$ cat src/rtl/assert_macros.svh
// Assertion macros used by the top-level RTL file of the bank mapper.
// Needs a clock named clk and an active-low reset named rst_n in scope.
`ifndef ASSERT_MACROS_SVH
`define ASSERT_MACROS_SVH

// Same-cycle implication, switched off while reset is held.
`define CBM_ASSERT_IMPL(lbl, ante, cons) \
  lbl: assert property (@(posedge clk) disable iff (!rst_n) (ante) |-> (cons)) \
    else $error("mapper assertion failed");

// Next-cycle implication, switched off while reset is held.
`define CBM_ASSERT_NEXT(lbl, ante, cons) \
  lbl: assert property (@(posedge clk) disable iff (!rst_n) (ante) |=> (cons)) \
    else $error("mapper assertion failed");

`endif

$ cat src/rtl/cbm_pkg.sv
// Types, register codes and decode constants of the cartridge bank mapper.
// Self-contained; used by cartridge_bank_mapper_irq.
`default_nettype none

package cbm_pkg;

  typedef enum logic [1:0] {
    REQ_CPU_WRITE = 2'd0,
    REQ_A12_CLOCK = 2'd1,
    REQ_CPU_TICK  = 2'd2
  } req_kind_t;

  localparam int unsigned CFG_IDX_W = 2;

  localparam logic [CFG_IDX_W-1:0] CFG_PRG_BANK_MAX = 2'd0;
  localparam logic [CFG_IDX_W-1:0] CFG_CHR_BANK_MAX = 2'd1;

  localparam logic [15:0] ADDR_DECODE_MASK = 16'hF003;
  localparam logic [15:0] ADDR_PRG_LO      = 16'h8000;
  localparam logic [15:0] ADDR_MIRROR      = 16'h9000;
  localparam logic [15:0] ADDR_PRG_HI      = 16'hA000;
  localparam logic [15:0] ADDR_CHR_0       = 16'hB000;
  localparam logic [15:0] ADDR_CHR_1       = 16'hB002;
  localparam logic [15:0] ADDR_CHR_2       = 16'hC000;
  localparam logic [15:0] ADDR_CHR_3       = 16'hC002;
  localparam logic [15:0] ADDR_CHR_4       = 16'hD000;
  localparam logic [15:0] ADDR_CHR_5       = 16'hD002;
  localparam logic [15:0] ADDR_CHR_6       = 16'hE000;
  localparam logic [15:0] ADDR_CHR_7       = 16'hE002;
  localparam logic [15:0] ADDR_IRQ_COUNT   = 16'hF000;

  localparam logic [7:0] BANK_MAX_RESET  = 8'hFF;
  localparam logic [7:0] IRQ_WRAP_POINT  = 8'd240;
  localparam logic [4:0] IRQ_DELAY_START = 5'd16;

  typedef struct packed {
    logic [1:0]  req_type;
    logic [15:0] cpu_address;
    logic [7:0]  write_value;
  } cbm_req_t;

  typedef struct packed {
    logic [7:0] prg_bank_lo;
    logic [7:0] prg_bank_hi;
    logic [7:0] chr_bank_0;
    logic [7:0] chr_bank_1;
    logic [7:0] chr_bank_2;
    logic [7:0] chr_bank_3;
    logic [7:0] chr_bank_4;
    logic [7:0] chr_bank_5;
    logic [7:0] chr_bank_6;
    logic [7:0] chr_bank_7;
    logic       mirror_horizontal;
    logic       irq_pending;
  } cbm_res_t;

  // A bank number above the maximum is ANDed with the maximum.
  function automatic logic [7:0] limit_bank(input logic [7:0] v, input logic [7:0] maxv);
    return (v > maxv) ? (v & maxv) : v;
  endfunction

endpackage

`default_nettype wire

$ cat src/rtl/cartridge_bank_mapper_irq.sv
// Top level of the cartridge bank mapper with scanline IRQ counter.
// Depends on cbm_pkg and on the assertion macros in assert_macros.svh.
`default_nettype none

// Usage:
// The in_ channel carries one request per handshake: a CPU write (address and
// byte), a PPU A12 rising-edge clock, or a CPU cycle tick. Every accepted
// request yields exactly one result on the out_ channel: a snapshot of the
// program banks, character banks, mirroring bit and IRQ line after the
// request has been applied.
// The result is registered: a request's result shows on out_data in the
// cycle after it is accepted. Throughput is one request per cycle while
// the receiver keeps up, set by the single state update between the input
// handshake and the result register. While the receiver stalls, the result
// register holds and in_ready is low; as soon as the result is taken, a new
// request is accepted in the same cycle.
// The cfg_ channel writes the two bank maximum registers and is always ready;
// indexes beyond the register list are ignored. Writes are expected only while
// the block is idle.
// A synchronous active-low reset clears all bank registers, the mirroring bit
// and the IRQ counter, delay and flag, sets both maximums to 255 and empties
// the result register.

module cartridge_bank_mapper_irq (
  input  wire                              clk,
  input  wire                              rst_n,
  input  wire                              in_valid,
  output logic                             in_ready,
  input  cbm_pkg::cbm_req_t                in_data,
  output logic                             out_valid,
  input  wire                              out_ready,
  output cbm_pkg::cbm_res_t                out_data,
  input  wire                              cfg_valid,
  output logic                             cfg_ready,
  input  wire [cbm_pkg::CFG_IDX_W-1:0]     cfg_index,
  input  wire [7:0]                        cfg_data
);
  import cbm_pkg::*;

  `include "assert_macros.svh"

  // Configuration registers.
  logic [7:0] prg_bank_max_r;
  logic [7:0] chr_bank_max_r;

  // Mapper state and its next values.
  logic [7:0] prg_bank_r [2];
  logic [7:0] chr_bank_r [8];
  logic       mirror_r;
  logic [7:0] irq_counter_r;
  logic [4:0] irq_delay_r;
  logic       irq_flag_r;

  logic [7:0] prg_bank_nxt [2];
  logic [7:0] chr_bank_nxt [8];
  logic       mirror_nxt;
  logic [7:0] irq_counter_nxt;
  logic [4:0] irq_delay_nxt;
  logic       irq_flag_nxt;

  // Result register.
  logic     out_valid_r;
  cbm_res_t out_data_r;
  cbm_res_t res_nxt;

  logic       in_accept;
  logic [7:0] counter_inc;
  logic [4:0] delay_dec;
  logic [7:0] prg_limited;
  logic [7:0] chr_limited;

  // A new request may enter whenever the result register is empty or being
  // drained in this same cycle.
  assign in_ready  = !out_valid_r || out_ready;
  assign in_accept = in_valid && in_ready;
  assign cfg_ready = 1'b1;
  assign out_valid = out_valid_r;
  assign out_data  = out_data_r;

  assign counter_inc = irq_counter_r + 8'd1;
  assign delay_dec   = irq_delay_r - 5'd1;
  assign prg_limited = limit_bank(in_data.write_value, prg_bank_max_r);
  assign chr_limited = limit_bank(in_data.write_value, chr_bank_max_r);

  // State update for one request.
  always_comb begin
    prg_bank_nxt    = prg_bank_r;
    chr_bank_nxt    = chr_bank_r;
    mirror_nxt      = mirror_r;
    irq_counter_nxt = irq_counter_r;
    irq_delay_nxt   = irq_delay_r;
    irq_flag_nxt    = irq_flag_r;

    case (in_data.req_type)
      REQ_CPU_WRITE: begin
        unique case (in_data.cpu_address & ADDR_DECODE_MASK)
          ADDR_PRG_LO: prg_bank_nxt[0] = prg_limited;
          ADDR_PRG_HI: prg_bank_nxt[1] = prg_limited;
          ADDR_MIRROR: mirror_nxt = in_data.write_value[0];
          ADDR_CHR_0:  chr_bank_nxt[0] = chr_limited;
          ADDR_CHR_1:  chr_bank_nxt[1] = chr_limited;
          ADDR_CHR_2:  chr_bank_nxt[2] = chr_limited;
          ADDR_CHR_3:  chr_bank_nxt[3] = chr_limited;
          ADDR_CHR_4:  chr_bank_nxt[4] = chr_limited;
          ADDR_CHR_5:  chr_bank_nxt[5] = chr_limited;
          ADDR_CHR_6:  chr_bank_nxt[6] = chr_limited;
          ADDR_CHR_7:  chr_bank_nxt[7] = chr_limited;
          ADDR_IRQ_COUNT: begin
            // Reloading the counter acknowledges the interrupt; the delay runs on.
            irq_counter_nxt = in_data.write_value;
            irq_flag_nxt    = 1'b0;
          end
          default: ;
        endcase
      end
      REQ_A12_CLOCK: begin
        // A stopped (zero) counter ignores A12. Reaching 240 or more clears it
        // and (re)arms the delay; the wrap from 255 lands on zero and stops.
        if (irq_counter_r != 8'd0) begin
          if (counter_inc >= IRQ_WRAP_POINT) begin
            irq_counter_nxt = 8'd0;
            irq_delay_nxt   = IRQ_DELAY_START;
          end else begin
            irq_counter_nxt = counter_inc;
          end
        end
      end
      REQ_CPU_TICK: begin
        if (irq_delay_r != 5'd0) begin
          irq_delay_nxt = delay_dec;
          if (delay_dec == 5'd0) begin
            irq_flag_nxt = 1'b1;
          end
        end
      end
      default: ;
    endcase
  end

  // The result is the state as it stands after the request.
  always_comb begin
    res_nxt.prg_bank_lo       = prg_bank_nxt[0];
    res_nxt.prg_bank_hi       = prg_bank_nxt[1];
    res_nxt.chr_bank_0        = chr_bank_nxt[0];
    res_nxt.chr_bank_1        = chr_bank_nxt[1];
    res_nxt.chr_bank_2        = chr_bank_nxt[2];
    res_nxt.chr_bank_3        = chr_bank_nxt[3];
    res_nxt.chr_bank_4        = chr_bank_nxt[4];
    res_nxt.chr_bank_5        = chr_bank_nxt[5];
    res_nxt.chr_bank_6        = chr_bank_nxt[6];
    res_nxt.chr_bank_7        = chr_bank_nxt[7];
    res_nxt.mirror_horizontal = mirror_nxt;
    res_nxt.irq_pending       = irq_flag_nxt;
  end

  // Configuration writes.
  always_ff @(posedge clk) begin
    if (!rst_n) begin
      prg_bank_max_r <= BANK_MAX_RESET;
      chr_bank_max_r <= BANK_MAX_RESET;
    end else if (cfg_valid && cfg_ready) begin
      unique case (cfg_index)
        CFG_PRG_BANK_MAX: prg_bank_max_r <= cfg_data;
        CFG_CHR_BANK_MAX: chr_bank_max_r <= cfg_data;
        default: ;
      endcase
    end
  end

  // Mapper state, committed only when a request is accepted.
  always_ff @(posedge clk) begin
    if (!rst_n) begin
      prg_bank_r    <= '{default: 8'd0};
      chr_bank_r    <= '{default: 8'd0};
      mirror_r      <= 1'b0;
      irq_counter_r <= 8'd0;
      irq_delay_r   <= 5'd0;
      irq_flag_r    <= 1'b0;
    end else if (in_accept) begin
      prg_bank_r    <= prg_bank_nxt;
      chr_bank_r    <= chr_bank_nxt;
      mirror_r      <= mirror_nxt;
      irq_counter_r <= irq_counter_nxt;
      irq_delay_r   <= irq_delay_nxt;
      irq_flag_r    <= irq_flag_nxt;
    end
  end

  // Result register: loads on every accepted request, empties when taken.
  always_ff @(posedge clk) begin
    if (!rst_n) begin
      out_valid_r <= 1'b0;
    end else if (in_accept) begin
      out_valid_r <= 1'b1;
    end else if (out_ready) begin
      out_valid_r <= 1'b0;
    end
  end

  always_ff @(posedge clk) begin
    if (in_accept) begin
      out_data_r <= res_nxt;
    end
  end

  // Every accepted request leaves a result waiting in the next cycle.
  `CBM_ASSERT_NEXT(a_accept_gives_result, in_accept, out_valid)
  // The delay is only ever armed with its start value and then counts down.
  `CBM_ASSERT_IMPL(a_delay_bounded, 1'b1, irq_delay_r <= IRQ_DELAY_START)
  // The IRQ flag rises only when the delay expires on a tick.
  `CBM_ASSERT_IMPL(a_irq_from_delay, $rose(irq_flag_r), $past(irq_delay_r) == 5'd1)

endmodule

`default_nettype wire

$ cat config.mk
export PLATFORM = sky130hd
export DESIGN_NAME = cartridge_bank_mapper_irq
export DESIGN_NICKNAME = d
export VERILOG_FILES = /design/src/rtl/cbm_pkg.sv /design/src/rtl/cartridge_bank_mapper_irq.sv
export VERILOG_INCLUDE_DIRS = /design/src /design/src/rtl
export SDC_FILE = /design/constraint.sdc
export NUM_CORES = 1
export LEC_CHECK = 0
export ABC_AREA = 1
export BUFFER_PORTS_ARGS = -buffer_cell sky130_fd_sc_hd__buf_2
export CAP_MARGIN = 20
export CELL_PAD_IN_SITES_DETAIL_PLACEMENT = 0
export CELL_PAD_IN_SITES_GLOBAL_PLACEMENT = 1
export CORE_AREA = 10 10 160 162
export CTS_BUF_LIST = sky130_fd_sc_hd__clkbuf_8
export CTS_CLUSTER_SIZE = 10
export DETAILED_ROUTE_END_ITERATION = 7
export DIE_AREA = 0 0 170 172
export GPL_TIMING_DRIVEN = 0
export PLACE_DENSITY_LB_ADDON = 0.1
export SKIP_CTS_REPAIR_TIMING = 1
export SYNTH_ARGS = -nofsm -noshare
export SYNTH_HDL_FRONTEND = slang
export SYNTH_SLANG_ARGS = --single-unit
$ cat constraint.sdc
create_clock -name clk -period 5.05 [get_ports clk]
set_clock_uncertainty 0.15 [all_clocks]
set_input_delay 0.2525 -clock clk [delete_from_list [all_inputs] [get_ports clk]]
set_output_delay 0.2525 -clock clk [all_outputs]
set_load 0.02 [all_outputs]
Word level (Yosys, flattened, before mapping)
Cells that the tools add are included.
{"block": "word_totals", "register_bits": 194, "in_bits": 41, "output_inout_bits": 85}
{"block": "op_classes", "addsub": 2, "magnitude_cmp": 3, "eq_ne": 19, "n_mux": 30, "n_bitwise": 2, "n_reduce_logical": 15}
{"cell": "8-bit 2-to-1 mux", "n": 15}
{"cell": "6-bit == test (second input constant)", "n": 12}
{"cell": "64-bit 2-to-1 mux", "n": 1}
{"cell": "8-bit bitwise AND", "n": 2}
{"cell": "8-bit greater-than comparator", "n": 2}
{"cell": "16-bit 2-to-1 mux", "n": 1}
{"cell": "8-bit one-hot mux with 2 select lines", "n": 1}
{"cell": "5-bit 2-to-1 mux", "n": 3}
{"cell": "5-bit one-hot mux with 2 select lines", "n": 1}
{"cell": "8-bit by 1-bit adder with 8-bit output (second input constant)", "n": 1}
{"cell": "8-bit greater-or-equal comparator (second input constant)", "n": 1}
{"cell": "8-bit nonzero test", "n": 1}
{"cell": "1-bit 2-to-1 mux", "n": 7}
{"cell": "2-bit inequality test (second input constant)", "n": 3}
{"cell": "2-bit nonzero test", "n": 3}
{"cell": "5-bit zero test", "n": 1}
{"cell": "5-bit AND reduction", "n": 1}
{"cell": "5-bit nonzero test", "n": 1}
{"cell": "5-bit by 1-bit subtractor with 5-bit output (second input constant)", "n": 1}
{"cell": "2-bit by 1-bit == test with 1-bit output (second input constant)", "n": 2}
{"cell": "2-bit zero test", "n": 2}
{"cell": "2-bit AND reduction", "n": 2}
{"cell": "4-bit AND reduction", "n": 1}
{"cell": "2-bit == test (second input constant)", "n": 1}
{"cell": "5 further kinds", "n": 5}

Longest topological paths before layout
Gate-level depths: netlist of the first run.
{"block": "logic_depth", "word_depth": 5, "mapped_depth": 15, "mapped_depth_nobuf": 15}

Worst setup path before layout of the first run
Ideal clock, no wire load.
{"block": "synth_path", "path_kind": "reg2reg", "start": "register out_valid_r, in the netlist out_valid", "end": "register out_data_r, in the netlist out_data[0], enable pin", "arrival_ns": 3.431, "slack_ns": 0.991, "path_stages_with_launch": 6, "cell_sequence": "dfxtp_1 > nand2_1 > nand2_1 > inv_1 > buf_2 > clkbuf_1"}
{"block": "synth_via", "elab_chain_len": 3}
{"element": "start, declared", "line_no": "cartridge_bank_mapper_irq.sv:62", "rtl": "logic out_valid_r;"}
{"element": "start signal, assigned", "line_no": "cartridge_bank_mapper_irq.sv:192", "rtl": "out_valid_r <= 1'b0;"}
{"element": "start signal, assigned", "line_no": "cartridge_bank_mapper_irq.sv:194", "rtl": "out_valid_r <= 1'b1;"}
{"element": "start signal, assigned", "line_no": "cartridge_bank_mapper_irq.sv:196", "rtl": "out_valid_r <= 1'b0;"}
{"element": "1-bit zero test", "line_no": "cartridge_bank_mapper_irq.sv:74", "rtl": "assign in_ready = !out_valid_r || out_ready;"}
{"element": "1-bit logical OR", "line_no": "cartridge_bank_mapper_irq.sv:74"}
{"element": "via in_ready", "line_no": "cartridge_bank_mapper_irq.sv:28", "rtl": "output logic in_ready,"}
{"element": "1-bit logical AND", "line_no": "cartridge_bank_mapper_irq.sv:75", "rtl": "assign in_accept = in_valid && in_ready;"}
{"element": "via in_accept", "line_no": "cartridge_bank_mapper_irq.sv:66", "rtl": "logic in_accept;"}
{"element": "end signal, assigned", "line_no": "cartridge_bank_mapper_irq.sv:202", "rtl": "out_data_r <= res_nxt;"}
{"element": "end, declared", "line_no": "cartridge_bank_mapper_irq.sv:63", "rtl": "cbm_res_t out_data_r;"}
The timed path passes the listed nets, and every way through them passes these cells.
A chain may end at the register's enable or synchronous reset.

==> results of run 1 <==
cells by family (layout without fill, tap and decap cells):
group	Yosys count	after routing	share of synthesized area
buffers and inverters	199	359	0.0797
xor gates and xnor gates	5	5	0.00454
DFF	194	194	0.488
other	1	1	0.000389
AOI/OAI and AO/OA	53	53	0.0363
and+or+nand+nor	754	754	0.343
adders and majority gates	37	37	0.0480
stage by stage:
step / instances / power (mW) / worst slack (ns)
2_1_floorplan: 1243 / 2.23 / 0.991
3_3_place_gp: 1642 / 2.41 / -0.214
3_5_place_dp: 1643 / 2.42 / 2.43
4_1_cts: 1675 / 3.41 / 2.46
5_1_grt: 1688 / 3.57 / 2.29
6_report: 1688 / 3.38 / 2.39
power by group:
group	switching [mW]	internal, mW	total (mW)	leakage (nW)
Combinational	0.403	0.185	0.587	3.92
Sequential	0.0441	1.76	1.80	1.75
Clock	0.631	0.364	0.995	0.191
metal layers:
metal / wire length, um / vias up / track usage
met1: 13100 / 3737 / 0.263
met4: 513 / 0 / 0.0603
met2: 11900 / 218 / 0.287
met5: 0 / - / 0
met3: 1730 / 38 / 0.0369
li1: - / 4259 / -
area by class of cell:
cell class | count | area (um2) | share of cell area
flip-flops and latches | 194 | 4700 | 0.424
multi-input cells | 850 | 4170 | 0.375
repair buffers | 128 | 728 | 0.0656
inverters | 166 | 628 | 0.0565
well taps | 285 | 357 | 0.0321
clock buffers | 17 | 234 | 0.0211
clock inverters | 15 | 145 | 0.0131
plain buffers | 33 | 144 | 0.0130
layout by cell type, fill, tap and decap left out, types with 8 or more instances in the layout:
cell type	n
edfxtp_1	82
a21oi_2	9
ha_1	37
buf_1	9
clkbuf_1	12
nor2_2	16
nor2_1	193
a21oi_1	12
inv_2	12
dlygate4sd3_1	13
o21ai_1	8
nand3_1	192
buf_2	124
clkbuf_8	17
dfxtp_1	112
o211ai_1	14
inv_1	154
nand2_1	325
sequential cells by signal, summed over array words and instances, names as in the netlist:
name and count:
prg_bank_max_r 8, irq_flag_r 1, out_valid 1, prg_bank_r 16, irq_delay_r 5, out_data 82
mirror_r 1, chr_bank_max_r 8, chr_bank_r 64, irq_counter_r 8
worst max-delay path, delay by kind of cell, from the launching register on:
family / cells / cell delay [ns]
adders and majority gates: 1 / 0.29
and+or+nand+nor: 7 / 1.55
buffers and inverters: 1 / 0.06
DFF: 1 / 0.35
worst min path at each step:
| stage | from | endpoint | slack, ns | cells after the start |
|---|---|---|---|---|
| 5_1_grt | cfg_index[1] | chr_bank_max_r[1] | 0.009 | 4 |
| 6_report | in_valid | irq_flag_r | -0.009 | 4 |
| 2_1_floorplan | cfg_data[0] | prg_bank_max_r[0] | 0.22 | 2 |
| 3_5_place_dp | cfg_data[0] | prg_bank_max_r[0] | 0.33 | 3 |
| 4_1_cts | cfg_data[0] | prg_bank_max_r[0] | -0.19 | 3 |
| 3_3_place_gp | irq_delay_r[4] | irq_delay_r[4] | 0.32 | 2 |
Yosys cell counts, types with 2 or more instances:
master	number
nand3_1	192
nand3_2	2
nor2_8	4
xor2_1	5
o21ai_0	7
nor3_1	3
nand2_4	2
inv_2	12
buf_1	9
nor2_1	193
o211ai_1	14
o21ai_1	8
nand2_2	3
edfxtp_1	82
dfxtp_1	112
nor2_4	4
a21oi_1	12
clkbuf_1	13
nand4_2	4
inv_1	153
nand4_1	4
a21o_1	2
nand2_1	325
ha_1	37
nor2_2	16
buf_2	10
a21oi_2	9
==> summary.md, run 1 <==
| Metric | Value |
|---|---|
| GPL Wtd Cong | 0.865 |
| Netlist Area Pre-Place | 9640 um2 |
| Period minus WS final | 2.66 ns |
| Filler cells | 2231 |
| Worst slew margin | 0.503 |
| Synthesized flop and latch total | 194 |
| Initial antenna violation count | 0 |
| Fin crit share | 0.527 |
| Hold WS | -0.00944 ns |
| Dominant cell type by area after synthesis | edfxtp_1 |
| P_leak | 5.86 nW |
| CP max stage delay | 0.57 ns |
| # IOs | 126 |
| Final-report max-slew violation count | 0 |
| CORE AREA | 22400 um2 |
| Pin count of the biggest net entering global routing | 69 |
| Die Span Y | 172 um |
| Layout Nets | 1468 |
| Worst r2r src | chr_bank_max_r[7] |
| Final core utilization | 0.497 |
| FMAX | 376 MHz |
| Post-route cell area | 11100 um2 |
| Most frequent cell on the critical path | nand2_1 |
| Critical path origin | chr_bank_max_r[7] |
| Critical path class | reg2reg |
| HP Class | in2reg |
| Setup TNS | 0 ns |
| Syn-to-layout area delta | 15.2% |
| Post-synth top area share | 0.255 |
| Number of flops mapped to enable cells by yosys | 82 |
| Cells after Synth | 1243 |
| Clock Root Buffer | clkbuf_8 |
| Port bufs | 114 |
| Routed via count | 8252 |
| Post-detail-place hpwl | 19400 um |
| TritonCTS clock tree | done |
| CTS Sinks | 194 |
| H-tree Lvls | 4 |
| Mean Syn Cell Area | 7.76 um2 |
| CTS Buffer Depth | 2 |
| Pre-antenna DRT Iters | 5 |
| Violated checks | hold timing |
| Main flop type after synthesis | dfxtp_1 |
| Antenna viol nets, final | 0 |
| Routed vias/inst | 4.89 |
| Reg2Reg Capture Point | out_data[63] |
| Max-cap violations | 0 |
| Overall Global Routing Usage | 0.189 |
| P per Cell Area | 305 nW/um2 |
| Final setup viols | 0 |
| CP max FO | 9 |
| Critical-path cell list | inv_1, ha_1, nand2_1, nor2_1, nand2_1, nand2_2, nand3_1, nand3_1, nand2_1 |
| Ys async rst share | 0 |
| Vias in the first global route | 7786 |
| Worst skew pair latency | 0.49 ns |
| Worst IR Drop VDD | 0.000163 V |
| Crit path capture type | flop |
| Row count | 55 |
| Yosys warnings | 0 |
| Reg clk slew, reported paths | 0.11 ns |
| CP Capture Point | out_data[63] |
| Drt first-iter violations | 783 |
| Worst R2R Setup Slack | 2.39 ns |
| WL per Instance | 16.1 um |
| Post-Place Cell Area | 10600 um2 |
| Grt total ovfl | 0 |
| Register area share after synthesis | 0.488 |
| Critical path's slowest cell | nand3_1 |
| N_diodes | 0 |
| Unrepaired setup endpoints after global routing | no |
| Initial core utilization | 0.431 |
| Arr. time, crit path | 2.73 ns |
| Status | complete, but fails checks |
| First-pass GRT wire length | 43000 um |
| Critical Path Source Type | flop |
| CTS buffer count | 17 |
| Routed WL | 27200 um |
| Mapped Nets | 1321 |
| DIE AREA | 29200 um2 |
| DRC | 0 |
| Worst-margin pin slew | 0.744 ns |
| Top cells by area, synth | edfxtp_1 26%, dfxtp_1 23%, nand2_1 13% |
| Post-synth cell types | 33 |
| Chip Width | 170 um |
| Final Hold Viols | 2 |
| Share of cells above drive strength 1 | 0.155 |
| Register-to-Register Path Depth | 9 |
| Critical Path RT | 5.12 ns |
Power figures use the tool's default switching activity.
==> run 2, diff against run 1 <==
==> constraint.sdc (replaced) <==
create_clock -name clk -period 2.5 [get_ports clk]
set_clock_uncertainty 0.15 [all_clocks]
set_input_delay 0.125 -clock clk [delete_from_list [all_inputs] [get_ports clk]]
set_output_delay 0.125 -clock clk [all_outputs]
set_load 0.02 [all_outputs]
==> summary.md, run 2 (synthesized netlist as in run 1, its figures left out) <==
| Metric | Value |
|---|---|
| Routed WL | 27200 um (about the same) |
| Worst IR Drop VDD | 0.000344 V (was 0.000163 V) |
| Final-report max-slew violation count | 0 (unchanged) |
| CORE AREA | 22400 um2 (unchanged) |
| Hold WS | -0.0284 ns (was -0.00944 ns) |
| HP Class | in2reg (unchanged) |
| DRC | 0 (unchanged) |
| Crit path capture type | flop (unchanged) |
| Grt total ovfl | 0 (unchanged) |
| Worst skew pair latency | 0.47 ns (was 0.49 ns) |
| Drt first-iter violations | 534 (was 783) |
| Post-Layout Cell Count | 1699 (was 1688) |
| Routed via count | 8294 (was 8252) |
| Routed vias/inst | 4.88 (was 4.89) |
| Initial core utilization | 0.431 (unchanged) |
| Period minus WS final | 2.61 ns (was 2.66 ns) |
| Pre-CTS setup slack | -0.0730 ns (was 2.43 ns) |
| WL per Instance | 16.0 um (was 16.1 um) |
| Chip Width | 170 um (unchanged) |
| CTS Sinks | 194 (unchanged) |
| Reg2Reg Capture Point | out_data[64] (was out_data[63]) |
| Syn-to-layout area delta | 17.3% (was 15.2%) |
| Die Span Y | 172 um (unchanged) |
| Antenna viol nets, final | 0 (unchanged) |
| Worst slew margin | 0.599 (was 0.503) |
| DIE AREA | 29200 um2 (unchanged) |
| Worst r2r src | chr_bank_max_r[7] (unchanged) |
| Reg clk slew, reported paths | 0.10 ns (was 0.11 ns) |
| Filler cells | 2263 (was 2231) |
| Fin crit share | 1.05 (was 0.527) |
| Final setup margin | -0.114 ns (was 2.39 ns) |
| CTS buffer count | 17 (unchanged) |
| Register area | 4700 um2 (unchanged) |
| P_leak | 5.92 nW (was 5.86 nW) |
| CP max FO | 9 (unchanged) |
| FMAX | 383 MHz (was 376 MHz) |
| Critical Path RT | 2.57 ns (was 5.12 ns) |
| Final setup viols | 34 (was 0) |
| Row count | 55 (unchanged) |
| Max reg flops | 82 (unchanged) |
| First-pass GRT wire length | 42300 um (was 43000 um) |
| Register-to-Register Path Depth | 9 (unchanged) |
| Worst-margin pin slew | 0.602 ns (was 0.744 ns) |
| # IOs | 126 (unchanged) |
| Critical path class | reg2reg (unchanged) |
| Unrepaired setup endpoints after global routing | yes (was no) |
| Clock Root Buffer | clkbuf_8 (unchanged) |
| Max-cap violations | 0 (unchanged) |
| Pin count of the biggest net entering global routing | 52 (was 69) |
| Post-detail-place hpwl | 19400 um (about the same) |
| Share of cells above drive strength 1 | 0.163 (was 0.155) |
| CTS Buffer Depth | 2 (unchanged) |
| Port bufs | 114 (unchanged) |
| Status | complete, but fails checks (unchanged) |
| GPL Wtd Cong | 0.853 (was 0.865) |
| Overall Global Routing Usage | 0.187 (was 0.189) |
| Pre-antenna DRT Iters | 5 (unchanged) |
| Commonest non-fill, non-tap cell in the layout | nand2_1 (unchanged) |
| Hold path start | cfg_index[0] (was in_valid) |
| Arr. time, crit path | 2.68 ns (was 2.73 ns) |
| Violated checks | hold timing, setup timing (was hold timing) |
| Layout Nets | 1478 (was 1468) |
| Final Hold Viols | 1 (was 2) |
| H-tree Lvls | 4 (unchanged) |
| Worst Hold Depth | 5 (was 4) |
| Most frequent cells in the layout | 317 x nand2_1, 193 x nor2_1, 187 x nand3_1, 154 x inv_1, 124 x buf_2 (was 325 x nand2_1, 193 x nor2_1, 192 x nand3_1, 154 x inv_1, 124 x buf_2) |
| Area of the multi-input gates | 4250 um2 (was 4170 um2) |
| Final core utilization | 0.506 (was 0.497) |
| Critical Path Source Type | flop (unchanged) |
| TritonCTS clock tree | done (unchanged) |
| Worst hold path endpoint | chr_bank_max_r[3] (was irq_flag_r) |
| Dpl cells | 1643 (unchanged) |
| Initial antenna violation count | 1 (was 0) |
| Vias in the first global route | 7623 (was 7786) |
| Worst R2R Setup Slack | -0.11 ns (was 2.39 ns) |
| P per Cell Area | 612 nW/um2 (was 305 nW/um2) |
-- run 2: through the flow --
step	setup TNS, ns	power, mW	area, um2	hold WS, ns
6_report	-1.79	6.92	11300	-0.0284
5_1_grt	-9.50	7.28	11300	0.0129
3_5_place_dp	-0.553	4.89	10600	0.203
4_1_cts	-0.352	6.96	11000	-0.305
3_3_place_gp	-3.36	4.87	10600	0.199
2_1_floorplan	0	4.50	9640	0.0882
-- run 2: how the worst max path moves through the flow --
stage,startpoint,slack [ns],end,cells after the start
global placement,out_valid,-0.05,prg_bank_r[10],8
detailed placement,in_data[0],-0.07,out_data[63],13
finish,chr_bank_max_r[7],-0.11,out_data[64],9
global route,chr_bank_max_r[5],-0.22,out_data[56],9
CTS,chr_bank_max_r[5],-0.06,out_data[63],9
floorplan,out_valid,0.24,out_data[0],5
-- run 2: per-layer routing --
metal	share of wire	vias up	track usage	wire length (um)
met4	0.015	0	0.0511	417
li1	-	4263	-	-
met5	0	-	0	0
met1	0.47	3785	0.258	12900
met3	0.062	21	0.0424	1680
met2	0.45	225	0.286	12200
-- run 2: layout make-up --
type	count	area share
flip-flops and latches	194	0.416
clock buffers	18	0.0219
multi-input cells	850	0.376
well taps	285	0.0315
clock inverters	14	0.0127
repair buffers	138	0.0732
diodes	1	0.000221
inverters	166	0.0555
plain buffers	33	0.0131
-- run 2: critical path, cell delays in order, from the launching register on --
cell and delay (ns):
dfxtp_1 0.35, inv_1 0.06, ha_1 0.29, nand2_1 0.07, nor2_1 0.26, nand2_1 0.11
nand2_2 0.22, nand3_1 0.48, nand3_1 0.28, nand2_1 0.11
-- run 2: power by group --
group / internal (mW) / leakage [nW] / switching (mW)
combinational: 0.388 / 3.97 / 0.825
clock: 0.846 / 0.196 / 1.22
sequential: 3.55 / 1.75 / 0.0886
total: 4.79 / 5.92 / 2.13
==> run 3, diff against run 2 <==
--- a/config.mk
+++ b/config.mk
@@ -18,6 +18,7 @@
 export DIE_AREA = 0 0 170 172
 export GPL_TIMING_DRIVEN = 0
 export PLACE_DENSITY_LB_ADDON = 0.1
+export SETUP_SLACK_MARGIN = 0.3
 export SKIP_CTS_REPAIR_TIMING = 1
 export SYNTH_ARGS = -nofsm -noshare
 export SYNTH_HDL_FRONTEND = slang
==> summary.md, run 3 (synthesized netlist as in run 1, its figures left out) <==
| Metric | Value |
|---|---|
| CTS Sinks | 194 (unchanged) |
| Period minus WS final | 2.18 ns (was 2.61 ns) |
| Final setup viols | 0 (was 34) |
| Max-cap violations | 0 (unchanged) |
| Post-Place Cell Area | 10600 um2 (about the same) |
| Commonest non-fill, non-tap cell in the layout | nand2_1 (unchanged) |
| HP Class | in2reg (unchanged) |
| Clock Root Buffer | clkbuf_8 (unchanged) |
| CTS Buffer Depth | 2 (unchanged) |
| Routed via count | 8374 (was 8294) |
| Die Span Y | 172 um (unchanged) |
| Reg power frac | 0.515 (was 0.526) |
| Arr. time, crit path | 2.25 ns (was 2.68 ns) |
| FMAX | 460 MHz (was 383 MHz) |
| Final setup margin | 0.324 ns (was -0.114 ns) |
| P per Cell Area | 606 nW/um2 (was 612 nW/um2) |
| Share of cells above drive strength 1 | 0.192 (was 0.163) |
| Drt first-iter violations | 671 (was 534) |
| Critical Path Source Type | flop (unchanged) |
| GPL Wtd Cong | 0.833 (was 0.853) |
| Initial antenna violation count | 0 (was 1) |
| Switching power of the nets | 2.17 mW (was 2.13 mW) |
| Dpl cells | 1642 (was 1643) |
| WL per Instance | 16.2 um (was 16.0 um) |
| Initial core utilization | 0.431 (unchanged) |
| Grt total ovfl | 0 (unchanged) |
| Switch share | 0.308 (about the same) |
| Clock power share | 0.305 (was 0.299) |
| Syn-to-layout area delta | 21.1% (was 17.3%) |
| Final-report max-slew violation count | 0 (unchanged) |
| Max reg flops | 82 (unchanged) |
| Critical Path RT | 2.58 ns (was 2.57 ns) |
| Routed vias/inst | 4.91 (was 4.88) |
| Post-route cell area | 11700 um2 (was 11300 um2) |
| Final Hold Viols | 0 (was 1) |
| First-pass GRT wire length | 42500 um (was 42300 um) |
| Layout Nets | 1484 (was 1478) |
| Post-detail-place hpwl | 19200 um (was 19400 um) |
| Routed WL | 27600 um (was 27200 um) |
| Most frequent cells in the layout | 312 x nand2_1, 190 x nor2_1, 168 x nand3_1, 154 x inv_1, 124 x buf_2 (was 317 x nand2_1, 193 x nor2_1, 187 x nand3_1, 154 x inv_1, 124 x buf_2) |
| Vias in the first global route | 7616 (was 7623) |
| Worst IR Drop VDD | 0.000355 V (was 0.000344 V) |
| Power share of the combinational group | 0.180 (was 0.175) |
| Pin count of the biggest net entering global routing | 92 (was 52) |
| Antenna viol nets, final | 0 (unchanged) |
| Hold WS | 0.0270 ns (was -0.0284 ns) |
| CTS buffer count | 17 (unchanged) |
| Pre-CTS setup slack | -0.0163 ns (was -0.0730 ns) |
| Chip Width | 170 um (unchanged) |
| CP max FO | 8 (was 9) |
| P_leak | 5.98 nW (was 5.92 nW) |
| Crit path capture type | flop (unchanged) |
| DRC | 0 (unchanged) |
| Critical path class | reg2reg (unchanged) |
| DIE AREA | 29200 um2 (unchanged) |
| Worst-margin pin slew | 0.623 ns (was 0.602 ns) |
| N_diodes | 0 (was 1) |
| Post-Layout Cell Count | 1704 (was 1699) |
| Port bufs | 114 (unchanged) |
| Worst slew margin | 0.585 (was 0.599) |
| Pre-antenna DRT Iters | 7 (was 5) |
| Fin crit share | 0.870 (was 1.05) |
| Unrepaired setup endpoints after global routing | yes (unchanged) |
| H-tree Lvls | 4 (unchanged) |
| Status | complete, no violations (was complete, but fails checks) |
| Row count | 55 (unchanged) |
| P_int | 4.89 mW (was 4.79 mW) |
| Filler cells | 2193 (was 2263) |
| Overall Global Routing Usage | 0.187 (about the same) |
| TritonCTS clock tree | done (unchanged) |
| # IOs | 126 (unchanged) |
| Reg clk slew, reported paths | 0.10 ns (about the same) |
| CORE AREA | 22400 um2 (unchanged) |
| Setup TNS | 0 ns (was -1.79 ns) |
| Worst skew pair latency | 0.48 ns (was 0.47 ns) |
## run 3: through the flow
step | utilization | total power, mW
finish | 0.522 | 7.07
floorplan | - | 4.50
detailed placement | 0.473 | 4.89
global route | 0.522 | 7.42
CTS | 0.491 | 7.02
global placement | 0.473 | 4.86
## run 3: final timing paths
kind	start	slack, ns	end	cells past startpoint
worst max-delay path	chr_bank_max_r[7]	0.32	out_data[59]	9
worst min-delay path	cfg_valid	0.03	prg_bank_max_r[1]	5
worst max register to register	chr_bank_max_r[7]	0.32	out_data[59]	9
worst min register to register	irq_delay_r[4]	0.37	irq_delay_r[4]	2
## run 3: power groups by stage
stage	sequential (mW)	clock [mW]	combinational, mW
after floorplan	3.84	0	0.654
after global placement	3.71	0	1.16
after detailed placement	3.71	0	1.17
after CTS	3.64	2.21	1.18
after global routing	3.67	2.33	1.42
final	3.64	2.16	1.27
## run 3: layout make-up
type                            instances  area (um2)  share of cell area
Sequential cell                       194        4710               0.403
Multi-Input combinational cell        851        4580               0.392
Timing Repair Buffer                  143         841              0.0720
Inverter                              166         628              0.0538
Tap cell                              285         357              0.0305
Clock buffer                           18         248              0.0212
Clock inverter                         14         156              0.0134
Buffer                                 33         156              0.0134
## run 3: routing by layer
metal  share of wire  vias up  routed length [um]  track usage
met4           0.013        0                 368       0.0481
met3           0.063       28                1730       0.0394
met2            0.45      210               12500        0.289
met1            0.47     3848               13000        0.260
li1                -     4288                   -            -
met5               0        -                   0            0
## run 3: critical path: stages (launching register included)
cell and delay [ns]:
dfxtp_2 0.34, inv_1 0.05, ha_1 0.30, a21o_1 0.19, nor2_2 0.15, nand2_4 0.15, nand2_8 0.22, nand2_4 0.16
nand3_1 0.12, nand2_1 0.10
